`config.mk`:
```
export PLATFORM = sky130hd
export DESIGN_NAME = dets_ctrl
export DESIGN_NICKNAME = d
export VERILOG_FILES = /design/src/hdl/dets_pkg.sv /design/src/hdl/dets_ctrl.sv
export SDC_FILE = /design/constraint.sdc
export NUM_CORES = 1
export LEC_CHECK = 0
export BUFFER_PORTS_ARGS = -buffer_cell sky130_fd_sc_hd__buf_4
export CAP_MARGIN = 20
export CORE_AREA = 2 2 39 41
export CTS_BUF_LIST = sky130_fd_sc_hd__clkbuf_16
export DETAILED_ROUTE_END_ITERATION = 6
export DIE_AREA = 0 0 41 43
export HOLD_SLACK_MARGIN = 0.06
export MAX_ROUTING_LAYER = met4
export SLEW_MARGIN = 20
export SYNTH_ARGS = -nofsm -noshare
export SYNTH_HDL_FRONTEND = slang
export SYNTH_SLANG_ARGS = --single-unit
```
`constraint.sdc`:
```
create_clock -name i_clk -period 2.95 [get_ports i_clk]
set_clock_uncertainty 0.1 [all_clocks]
set_input_delay 0.4425 -clock i_clk [delete_from_list [all_inputs] [get_ports i_clk]]
set_output_delay 0.4425 -clock i_clk [all_outputs]
set_load 0.03 [all_outputs]
```
`src/hdl/dets_pkg.sv`:
```
// Shared types and constants of the top-N precursor selector.
package dets_pkg;

    localparam int TABLE_ENTRIES_DEF = 64;
    localparam int MZ_W              = 32;
    localparam int LIFE_W            = 17;
    localparam int CFG_IDX_W         = 2;
    localparam int CFG_DATA_W        = 32;
    localparam int MAX_W             = 8;
    localparam int EXCL_W            = 16;

    localparam logic [MAX_W-1:0]  MAX_PER_SCAN_RST = 8'd5;
    localparam logic [MZ_W-1:0]   HALF_WINDOW_RST  = 32'd131072;
    localparam logic [EXCL_W-1:0] EXCL_SCANS_RST   = 16'd0;

    localparam logic [CFG_IDX_W-1:0] CFG_MAX_PER_SCAN = 2'd0;
    localparam logic [CFG_IDX_W-1:0] CFG_HALF_WINDOW  = 2'd1;
    localparam logic [CFG_IDX_W-1:0] CFG_EXCL_SCANS   = 2'd2;

    localparam logic CMD_SCAN = 1'b0;
    localparam logic CMD_PEAK = 1'b1;

    typedef enum logic [1:0] {
        ST_SCAN_DONE = 2'd0,
        ST_SELECTED  = 2'd1,
        ST_EXCLUDED  = 2'd2,
        ST_QUOTA     = 2'd3
    } t_status;

    typedef struct packed {
        logic load;
        logic sweep;
        logic finish;
    } t_dp_cmd;

    typedef struct packed {
        logic quota;
        logic sweep_done;
        logic out_free;
    } t_dp_stat;

endpackage

```
`src/hdl/dets_ctrl.sv`:
```
// Controller state machine: sequences load, table sweep and result write-back.
module dets_ctrl import dets_pkg::*; (
    input  logic     i_clk,
    input  logic     i_rst_n,
    input  logic     i_valid,
    output logic     o_ready,
    input  t_dp_stat i_stat,
    output t_dp_cmd  o_ctl
);

    typedef enum logic [2:0] {
        S_IDLE  = 3'b001,
        S_SWEEP = 3'b010,
        S_DONE  = 3'b100
    } t_state;

    t_state r_state;
    t_state n_state;

    assign o_ready = (r_state == S_IDLE);

    always_comb begin
        n_state      = r_state;
        o_ctl.load   = 1'b0;
        o_ctl.sweep  = 1'b0;
        o_ctl.finish = 1'b0;
        case (r_state)
            S_IDLE: begin
                if (i_valid) begin
                    o_ctl.load = 1'b1;
                    n_state    = S_SWEEP;
                end
            end
            S_SWEEP: begin
                // quota already met: no need to look at the table
                o_ctl.sweep = !i_stat.quota;
                if (i_stat.quota || i_stat.sweep_done) begin
                    n_state = S_DONE;
                end
            end
            S_DONE: begin
                if (i_stat.out_free) begin
                    o_ctl.finish = 1'b1;
                    n_state      = S_IDLE;
                end
            end
            default: begin
                n_state = S_IDLE;
            end
        endcase
    end

    always_ff @(posedge i_clk) begin
        if (!i_rst_n) begin
            r_state <= S_IDLE;
        end else begin
            r_state <= n_state;
        end
    end

endmodule

```
# Word-level counts from Yosys, hierarchy flattened
# Index checks and enable logic that the tools add are counted.
[classes]
mux = 9
eq_ne = 6
n_reduce_logical = 3
[ops]
columns = ["op", "count"]
rows = [
  ["3-bit two-way mux", 3],
  ["3-bit case mux with 3 select lines", 1],
  ["2-bit != test (second input constant)", 3],
  ["1-bit two-way mux", 5],
  ["3-bit by 1-bit equality test with 1-bit output (second input constant)", 1],
  ["3-bit by 2-bit equality test with 1-bit output (second input constant)", 1],
  ["3-bit equality test (second input constant)", 1],
  ["3-bit AND reduction", 1],
  ["1-bit logical NOT", 1],
  ["1-bit logical OR", 1],
]
[totals]
in_bits = 6
word_cells = 19
register_bits = 3

# Logic depth before layout (Yosys ltp)
# Gate-level depths: netlist (run 1).
[depth]
word_depth = 3
depth_mapped = 3
depth_no_buf = 3

# Worst setup path before layout (run 1)
# Ideal clock, no wire load.
[synth_path]
kind = "register to output"
from = "register r_state[1]"
to = "output port o_ctl[0] (netlist bit)"
n_path_buf = 0
t_arrival_ps = 1253
setup_slack_ps = 1155
path_stages_with_launch = 3
path_cell_list = "dfxtp_1 -> nand2b_1 -> nor3b_1"
[synth_rtl]
columns = ["element", "line_no", "source"]
rows = [
  ["from (decl)", "dets_ctrl.sv:17", "t_state r_state;"],
  ["from (signal assigned)", "dets_ctrl.sv:57", "r_state <= n_state;"],
  ["to (decl)", "dets_ctrl.sv:8", "output t_dp_cmd o_ctl"],
]

==> reports/results.tsv, run 1 <==
metric	value	unit
Filler cells	156	
# diodes	0	
clock power share	72.8	%
internal power	233	uW
Setup Crit Path Kind	reg -> out	
Mapped Nets	27	
CTS root buf	clkbuf_16	
Fin Hold WS	345	ps
Starting Density	12.3	%
postcts setup bufs	0	
DIE AREA	0.00176	mm2
Layout area overhead	97.8	%
Max VDD drop	0.169	mV
DRT Wirelength	478	um
Slew Viols, Final	0	
Hold/Removal Path Class	in -> reg	
pwr/cell area	859	mW/mm2
Post-synth EDFFs	0	
Reg with most FFs	r_state	
drt drc	0	
largest net degree at the start of global routing	9	
drt first pass iters	2	
clk_lat worst skew	220	ps
Syn Inst Count	21	
Via Count	198	
Fin Setup TNS	0	ps
WL/cell	9.56	um
vias per inst	3.96	
Buf/Inv on CP	1	
drt initial violations	2	
Syn Std Cell Area	170	um2
Final Hold Vio Count	0	
Post-synth ARST share	0	%
post-cts gate resize count	0	
Max Clk Rate	585	MHz
CP top delay family	simple AND/OR/NAND/NOR gates	
CP Launch Type	flip-flop	
CTS Buffer Depth	2	
GRT Total Usage	7.19	%
Vert. Die Dim	43	um
CTS tree	yes	
Synth top cells by count	3 x dfxtp_1, 3 x nor2_1	
Tightest Pin Transition	226	ps
I/O pin cnt	10	
clock sinks	3	
synthesized flop and latch total	3	
row count	14	
final setup fails	0	
area leader, netlist	dfxtp_1	
status	finished clean	
sw frac	19.3	%
cts bufs inserted	3	
Comb pwr share	10.7	%
register share of total power	16.5	%
Area contributors post-synth	dfxtp_1 35%, nand2b_1 7.4%, nor2_1 6.6%	
GPL Wtd Cong	0.656	
core area	0.00138	mm2
Lkg Pwr	0.151	nW
Worst Path Required	2410	ps
Primary FF master, synth	dfxtp_1	
synth unique cells	13	
global-route wire length before repair	717	um
vias in the first global route	180	
max FFs per register	3	
hpwl dp	332	um
CTS Hold Bufs	0	
Worst setup EP type	output port	
Syn Area/Cell	8.10	um2
htree depth	1	
antenna violations before repair	0	
layout cell share with drive strength beyond 1	41.2	%
Rel. slew slack	84.9	%
Die Wd	41	um
port bufs	9	
worst path arrival time	1170	ps
Routed Antenna Nets	0	
Sw Pwr	55.8	uW
nets	41	
CP max-delay cell	dfxtp_1	
final total power	289	uW
Yosys Warn Count	0	
sequential cell area fraction in the yosys report	35.3	%
max-cap violation count	0	
fin crit share	57.9	%
critical-path cell list	nand2b_1, nor3b_1, buf_4	
clock-pin slew on the worst setup and hold paths	30	ps
minimum clock period	1710	ps
slowest stage delay, CP	340	ps
Regs by FF count	r_state x3	
global route overflow	0	
top-area cell type share of the netlist area	35.3	%
worst-path fanout max	7	
RSZ-0062 raised after global routing	no	
-- power by group through the flow --
stage	clock network [mW]	logic, mW	registers [mW]
after floorplan	0	0.0181	0.0470
after global placement	0	0.0307	0.0483
after detailed placement	0	0.0309	0.0482
after CTS	0.214	0.0313	0.0477
after global routing	0.217	0.0336	0.0488
final	0.211	0.0308	0.0477
-- placed cells by master (no fill, tap or decap), drive strengths merged --
master / count
o22ai: 1
buf: 9
dfxtp: 3
o2111ai: 1
or4b: 1
clkbuf: 3
nand2b: 2
and2: 1
nor2: 3
and3b: 2
o21ai: 2
nand2: 2
nor3b: 1
nor3: 2
inv: 1
-- metrics by stage --
stage / utilization, % / cells / setup WS [ps] / cell area [um2]
floorplan: - / 21 / 1150 / 170
global placement: 18.6 / 46 / 1490 / 258
detailed placement: 18.6 / 46 / 1480 / 258
CTS: 24.3 / 50 / 1250 / 337
global route: 24.3 / 50 / 1170 / 337
finish: 24.3 / 50 / 1240 / 337
-- worst paths after layout --
path | start | end | slack (ps) | cells after the start
setup / recovery | r_state[1] | o_ctl[0] | 1240 | 3
hold / removal | i_rst_n | r_state[0] | 350 | 2
hold reg to reg | r_state[2] | r_state[1] | 510 | 1
setup reg to reg | r_state[0] | r_state[1] | 1650 | 3
-- layout make-up --
class	instances	area (um2)	area share [%]
Tap cell	16	20.0	5.95
Sequential cell	3	60.1	17.8
Multi-Input combinational cell	18	110	32.7
Timing Repair Buffer	9	67.6	20.1
Clock buffer	3	75.1	22.3
Clock inverter	1	3.75	1.12
-- cell families after synthesis --
kind of cell | Yosys count | synth area share (%)
compound gates | 4 | 14.7
simple gates | 14 | 50.0
flops | 3 | 35.3
-- layer usage --
| layer | track usage [%] | vias up | part of all wire [%] |
|---|---|---|---|
| li1 | - | 104 | - |
| met1 | 5.43 | 89 | 35 |
| met2 | 10.0 | 5 | 59 |
| met3 | 3.14 | 0 | 5.4 |
| met4 | 10.0 | 0 | 0 |
| met5 | - | - | 0 |
No activity file was read; power rests on OpenSTA's default activity.
==> run 2: changes to the inputs <==
- ABC_AREA: not set -> 1
- clock period: 2.95 -> 1.6 ns (I/O delays scaled with it)
==> reports/results.tsv, run 2 <==
metric	value	unit	change
area leader, netlist	dfxtp_1		
Primary FF master, synth	dfxtp_1		
Mapped Nets	36		+33%
Max VDD drop	0.491	mV	+190%
CTS root buf	clkbuf_16		
Vert. Die Dim	43	um	unchanged
Synth top cells by count	6 x inv_1, 5 x nand2_1, 4 x nor2_1		
layout cell share with drive strength beyond 1	44.2	%	+3.0 points
Slew Viols, Final	0		unchanged
port bufs	9		unchanged
Fin Setup TNS	0	ps	unchanged
Filler cells	151		-3.2%
# diodes	0		unchanged
drt drc	0		unchanged
Die Wd	41	um	unchanged
internal power	458	uW	+96%
Starting Density	14.1	%	+1.8 points
Fin Hold WS	195	ps	-151 ps
top-area cell type share of the netlist area	30.8	%	-4.5 points
DIE AREA	0.00176	mm2	unchanged
CTS Hold Bufs	0		unchanged
Placed Cells	55		+20%
Reg with most FFs	r_state		
Worst Path Required	1260	ps	-1150 ps
CTS tree	yes		
commonest non-fill, non-tap cells in the layout	9 x buf_4, 7 x inv_1, 5 x nand2_1		
largest net degree at the start of global routing	6		-3
DR WL met2	171	um	-40%
Hold/Removal Path Class	in -> reg		
Lkg Pwr	0.197	nW	+30%
Max Clk Rate	680	MHz	
Yosys Warn Count	0		unchanged
RSZ-0062 raised after global routing	no		
worst path arrival time	1130	ps	-40 ps
commonest non-fill, non-tap cell in the layout	buf_4		
WL met3	52	um	+100%
worst setup margin	130	ps	-1110 ps
Regs by FF count	r_state x3		
Post-synth EDFFs	0		unchanged
global-route wire length before repair	621	um	-13%
Final Hold Vio Count	0		unchanged
status	finished clean		
max FFs per register	3		unchanged
Routed Antenna Nets	0		unchanged
Rel. slew slack	87.1	%	+2.2 points
clock sinks	3		unchanged
pre-CTS worst setup slack	367	ps	-1110 ps
clock power share	63.7	%	-9.1 points
CP Launch Type	flip-flop		
Sw Pwr	158	uW	+180%
Syn Inst Count	30		+43%
pwr/cell area	1680	mW/mm2	+95%
Tightest Pin Transition	192	ps	-34.2 ps
WL/cell	7.07	um	-26%
Layout area overhead	88.5	%	
final setup fails	0		unchanged
cts bufs inserted	3		unchanged
sw frac	25.7	%	+6.4 points
Syn Std Cell Area	195	um2	+15%
GPL Wtd Cong	0.739		+13%
nets	50		+22%
sequential cell area fraction in the yosys report	30.8	%	-4.5 points
htree depth	1		unchanged
vias per inst	3.71		-6.3%
fin util	26.6	%	+2.3 points
Via Count	219		+11%
GRT Total Usage	6.39	%	-0.80 points
Hold Path Depth	2		unchanged
hpwl dp	334	um	+0.84%
synth unique cells	11		-2
Comb pwr share	20.0	%	+9.3 points
max-cap violation count	0		unchanged
register share of total power	16.2	%	-0.3 points
global route overflow	0		unchanged
Reg2Reg Setup Slack	580	ps	-1070 ps
CTS Buffer Depth	2		unchanged
synthesized flop and latch total	3		unchanged
DRT Wirelength	417	um	-13%
clock-pin slew on the worst setup and hold paths	30	ps	about the same
I/O pin cnt	10		unchanged
Post-synth ARST share	0	%	unchanged
final cell count without fillers	59		+18%
vias in the first global route	163		-9.4%
Top Metal Used	met4		
drt first pass iters	2		unchanged
fin crit share	91.9	%	
reg2reg path depth	5		+2
Area contributors post-synth	dfxtp_1 31%, inv_1 12%, nand3_2 10%		
worst-path fanout max	4		-3
Syn Area/Cell	6.51	um2	-20%
core area	0.00138	mm2	unchanged
Metal-1 WL	178	um	+6.6%
most numerous cell in the Yosys netlist	inv_1		
clk_lat worst skew	220	ps	about the same
Worst setup EP type	output port		
minimum clock period	1470	ps	
row count	14		unchanged
antenna violations before repair	0		unchanged
drt initial violations	1		-1
postcts setup bufs	0		unchanged
Setup Crit Path Kind	reg -> out		
post-cts gate resize count	0		unchanged
## run 2: cell count changes after synthesis, sizes merged, moves of 2 or more
cell	before	now
nand3	0	5
inv	0	7
nor2	3	7
o21ai	2	0
nand2	2	5
nand2b	2	0
and3b	2	0
nor3	2	0
## run 2: metrics by stage
| stage | power, mW | cell area (um2) |
|---|---|---|
| floorplan | 0.186 | 201 |
| global placement | 0.227 | 289 |
| detailed placement | 0.227 | 289 |
| CTS | 0.625 | 368 |
| global route | 0.645 | 368 |
| finish | 0.617 | 368 |
## run 2: layout make-up
| cell class | instances | area, um2 | area share, % |
|---|---|---|---|
| multi-input combinational | 20 | 115 | 31.3 |
| clock buffer | 3 | 75.1 | 20.4 |
| timing repair buffer | 9 | 67.6 | 18.4 |
| sequential | 3 | 60.1 | 16.3 |
| inverter | 7 | 26.3 | 7.14 |
| tap | 16 | 20.0 | 5.44 |
| clock inverter | 1 | 3.75 | 1.02 |
## run 2: worst paths after layout
| path | startpoint | endpoint |
|---|---|---|
| setup reg to reg | r_state[1] | r_state[0] |
| hold / removal | i_rst_n | r_state[1] |
| hold reg to reg | r_state[1] | r_state[1] |
| setup / recovery | r_state[1] | o_ctl[1] |
## run 2: worst max-delay path: stages (launching register included)
cell,delay (ps)
dfxtp_1,370
inv_1,70
nor2_2,110
nand2_1,100
nor2_1,100
buf_4,160
## run 2: routing by layer
layer	global-route usage, %	vias to the layer above
met5	-	-
met4	8.00	0
met3	6.28	2
li1	-	120
met1	6.45	88
met2	5.63	9
## run 2: cell families (layout without fill, tap and decap cells)
kind of cell / after synthesis / after routing / synth area share [%]
AND/OR/NAND/NOR: 18 / 18 / 48.1
AO/OA/AOI/OAI: 2 / 2 / 7.70
buffers and inverters: 7 / 20 / 13.5
flip-flops: 3 / 3 / 30.8
## run 2: power groups by stage
stage | logic [mW] | clock network [mW] | registers [mW]
after CTS | 0.125 | 0.400 | 0.100
after global routing | 0.137 | 0.407 | 0.101
after floorplan | 0.0872 | 0 | 0.0988
after detailed placement | 0.125 | 0 | 0.101
after global placement | 0.126 | 0 | 0.101
final | 0.124 | 0.393 | 0.100
==> run 3: changes to the inputs <==
- CORE_AREA: 2 2 39 41 -> 3 3 40 42
- DIE_AREA: 0 0 41 43 -> 0 0 43 45
==> reports/results.tsv, run 3 (synthesis gave the netlist of run 2 again) <==
metric	value	unit	change
minimum clock period	1440	ps	-34.3 ps
drt initial violations	2		+1
Layout area overhead	88.5	%	unchanged
RR Endpoint	r_state[0]		
clk_lat worst skew	220	ps	about the same
Starting Density	15.2	%	+1.1 points
Lkg Pwr	0.197	nW	+0.19%
Reg2Reg Setup Slack	590	ps	about the same
fin crit share	89.8	%	-2.1 points
critical-path cell list	nor2_1, nand2_1, inv_2, nand2_1, inv_1, buf_4		
GPL Wtd Cong	0.677		-8.4%
WL/cell	7.97	um	+13%
CP Launch Type	flip-flop		
Hold/Removal Path Class	in -> reg		
Worst Path Required	1260	ps	about the same
max-cap violation count	0		unchanged
Fin Setup TNS	0	ps	unchanged
CTS Buffer Depth	2		unchanged
Via Count	220		+0.46%
port bufs	9		unchanged
max FFs per register	3		unchanged
postcts setup bufs	0		unchanged
commonest non-fill, non-tap cells in the layout	9 x buf_4, 7 x inv_1, 5 x nand2_1		
Routed Antenna Nets	0		unchanged
drt first pass iters	2		unchanged
CP max-delay cell	dfxtp_2		
worst-path fanout max	4		unchanged
global route overflow	0		unchanged
Reg with most FFs	r_state		
most used cell, CP	nand2_1		
CTS root buf	clkbuf_16		
cts bufs inserted	3		unchanged
CTS tree	yes		
I/O pin cnt	10		unchanged
Fin Hold WS	193	ps	-1.32 ps
reg2reg path depth	4		-1
Hold Path Depth	2		unchanged
layout cell share with drive strength beyond 1	46.5	%	+2.3 points
Final Hold Vio Count	0		unchanged
crit path from	r_state[1]		
clock sinks	3		unchanged
worst r2r src	r_state[1]		
core area	0.00128	mm2	-7.1%
worst path arrival time	1100	ps	-30 ps
CP top delay family	flip-flops		
RSZ-0062 raised after global routing	no		
Rel. slew slack	86.4	%	-0.73 points
Vert. Die Dim	45	um	+4.7%
DRT Wirelength	462	um	+11%
Reg area	61.3	um2	+2.1%
Max VDD drop	0.904	mV	+84%
Filler cells	142		-6.0%
largest net degree at the start of global routing	6		unchanged
global-route wire length before repair	772	um	+24%
nets	50		unchanged
Die Wd	43	um	+4.9%
status	finished clean		
final setup fails	0		unchanged
DIE AREA	0.00194	mm2	+9.8%
commonest non-fill, non-tap cell in the layout	buf_4		
vias per inst	3.79		+2.2%
vias in the first global route	196		+20%
Slew Viols, Final	0		unchanged
crit path to	o_ctl[2]		
Max Clk Rate	696	MHz	+2.4%
GRT Total Usage	6.00	%	-0.39 points
Setup Crit Path Kind	reg -> out		
slowest stage delay, CP	320	ps	-50 ps
clock-pin slew on the worst setup and hold paths	30	ps	about the same
pwr/cell area	1660	mW/mm2	-0.67%
# diodes	0		unchanged
area occupied by multi-input gates	115	um2	unchanged
Buf/Inv on CP	3		+1
Worst setup EP type	output port		
htree depth	1		unchanged
antenna violations before repair	0		unchanged
Stages on worst setup path	6		+1
hpwl dp	381	um	+14%
Tightest Pin Transition	204	ps	+12.3 ps
drt drc	0		unchanged
Regs by FF count	r_state x3		
row count	13		-1
## run 3: how the worst min path moves through the flow
stage,from,to,slack (ps)
6_report,i_rst_n,r_state[1],190
3_5_place_dp,i_rst_n,r_state[1],420
4_1_cts,i_rst_n,r_state[1],190
5_1_grt,i_rst_n,r_state[1],210
2_1_floorplan,i_rst_n,r_state[1],290
3_3_place_gp,i_rst_n,r_state[1],430
## run 3: metal layers
layer / share of wire (%) / vias to the layer above / track usage [%] / routed length [um]
li1: - / 117 / - / -
met1: 43 / 94 / 5.53 / 199
met2: 43 / 9 / 8.38 / 197
met3: 14 / 0 / 6.37 / 65
met4: 0 / 0 / 1.81 / 0
met5: 0 / - / - / 0
## run 3: metrics by stage
| step | worst slack, ps | instance area, um2 | std cells | power (mW) | util, % |
|---|---|---|---|---|---|
| floorplan | 244 | 201 | 30 | 0.186 | - |
| global placement | 370 | 288 | 54 | 0.228 | 22.4 |
| detailed placement | 361 | 288 | 54 | 0.229 | 22.4 |
| CTS | 125 | 367 | 58 | 0.623 | 28.5 |
| global route | 56.2 | 368 | 58 | 0.646 | 28.6 |
| finish | 164 | 368 | 58 | 0.612 | 28.6 |
## run 3: layout make-up
cell class	instances	area share, %
clock buffer	3	20.4
multi-input combinational	20	31.3
inverter	7	7.14
clock inverter	1	1.02
sequential	3	16.7
timing repair buffer	9	18.4
tap	15	5.10
## run 3: worst reg2reg max path: stages, from the launching register on
cell and delay, ps:
dfxtp_2 320, nor2_1 130, nand3_1 150, nand3_2 130, o21bai_1 60
## run 3: repair_timing
item / 4_1_cts / 5_1_grt
hold buffers: 0 / 0
endpoints found under the setup margin: 0 / 1
resized for setup: 0 / 1
## run 3: power by group
part	internal [mW]	total, mW	leakage (nW)	switching, mW
Clock	0.322	0.385	0.0423	0.0630
Combinational	0.0488	0.127	0.130	0.0778
Sequential	0.0876	0.101	0.0252	0.0134
Total	0.458	0.612	0.197	0.154
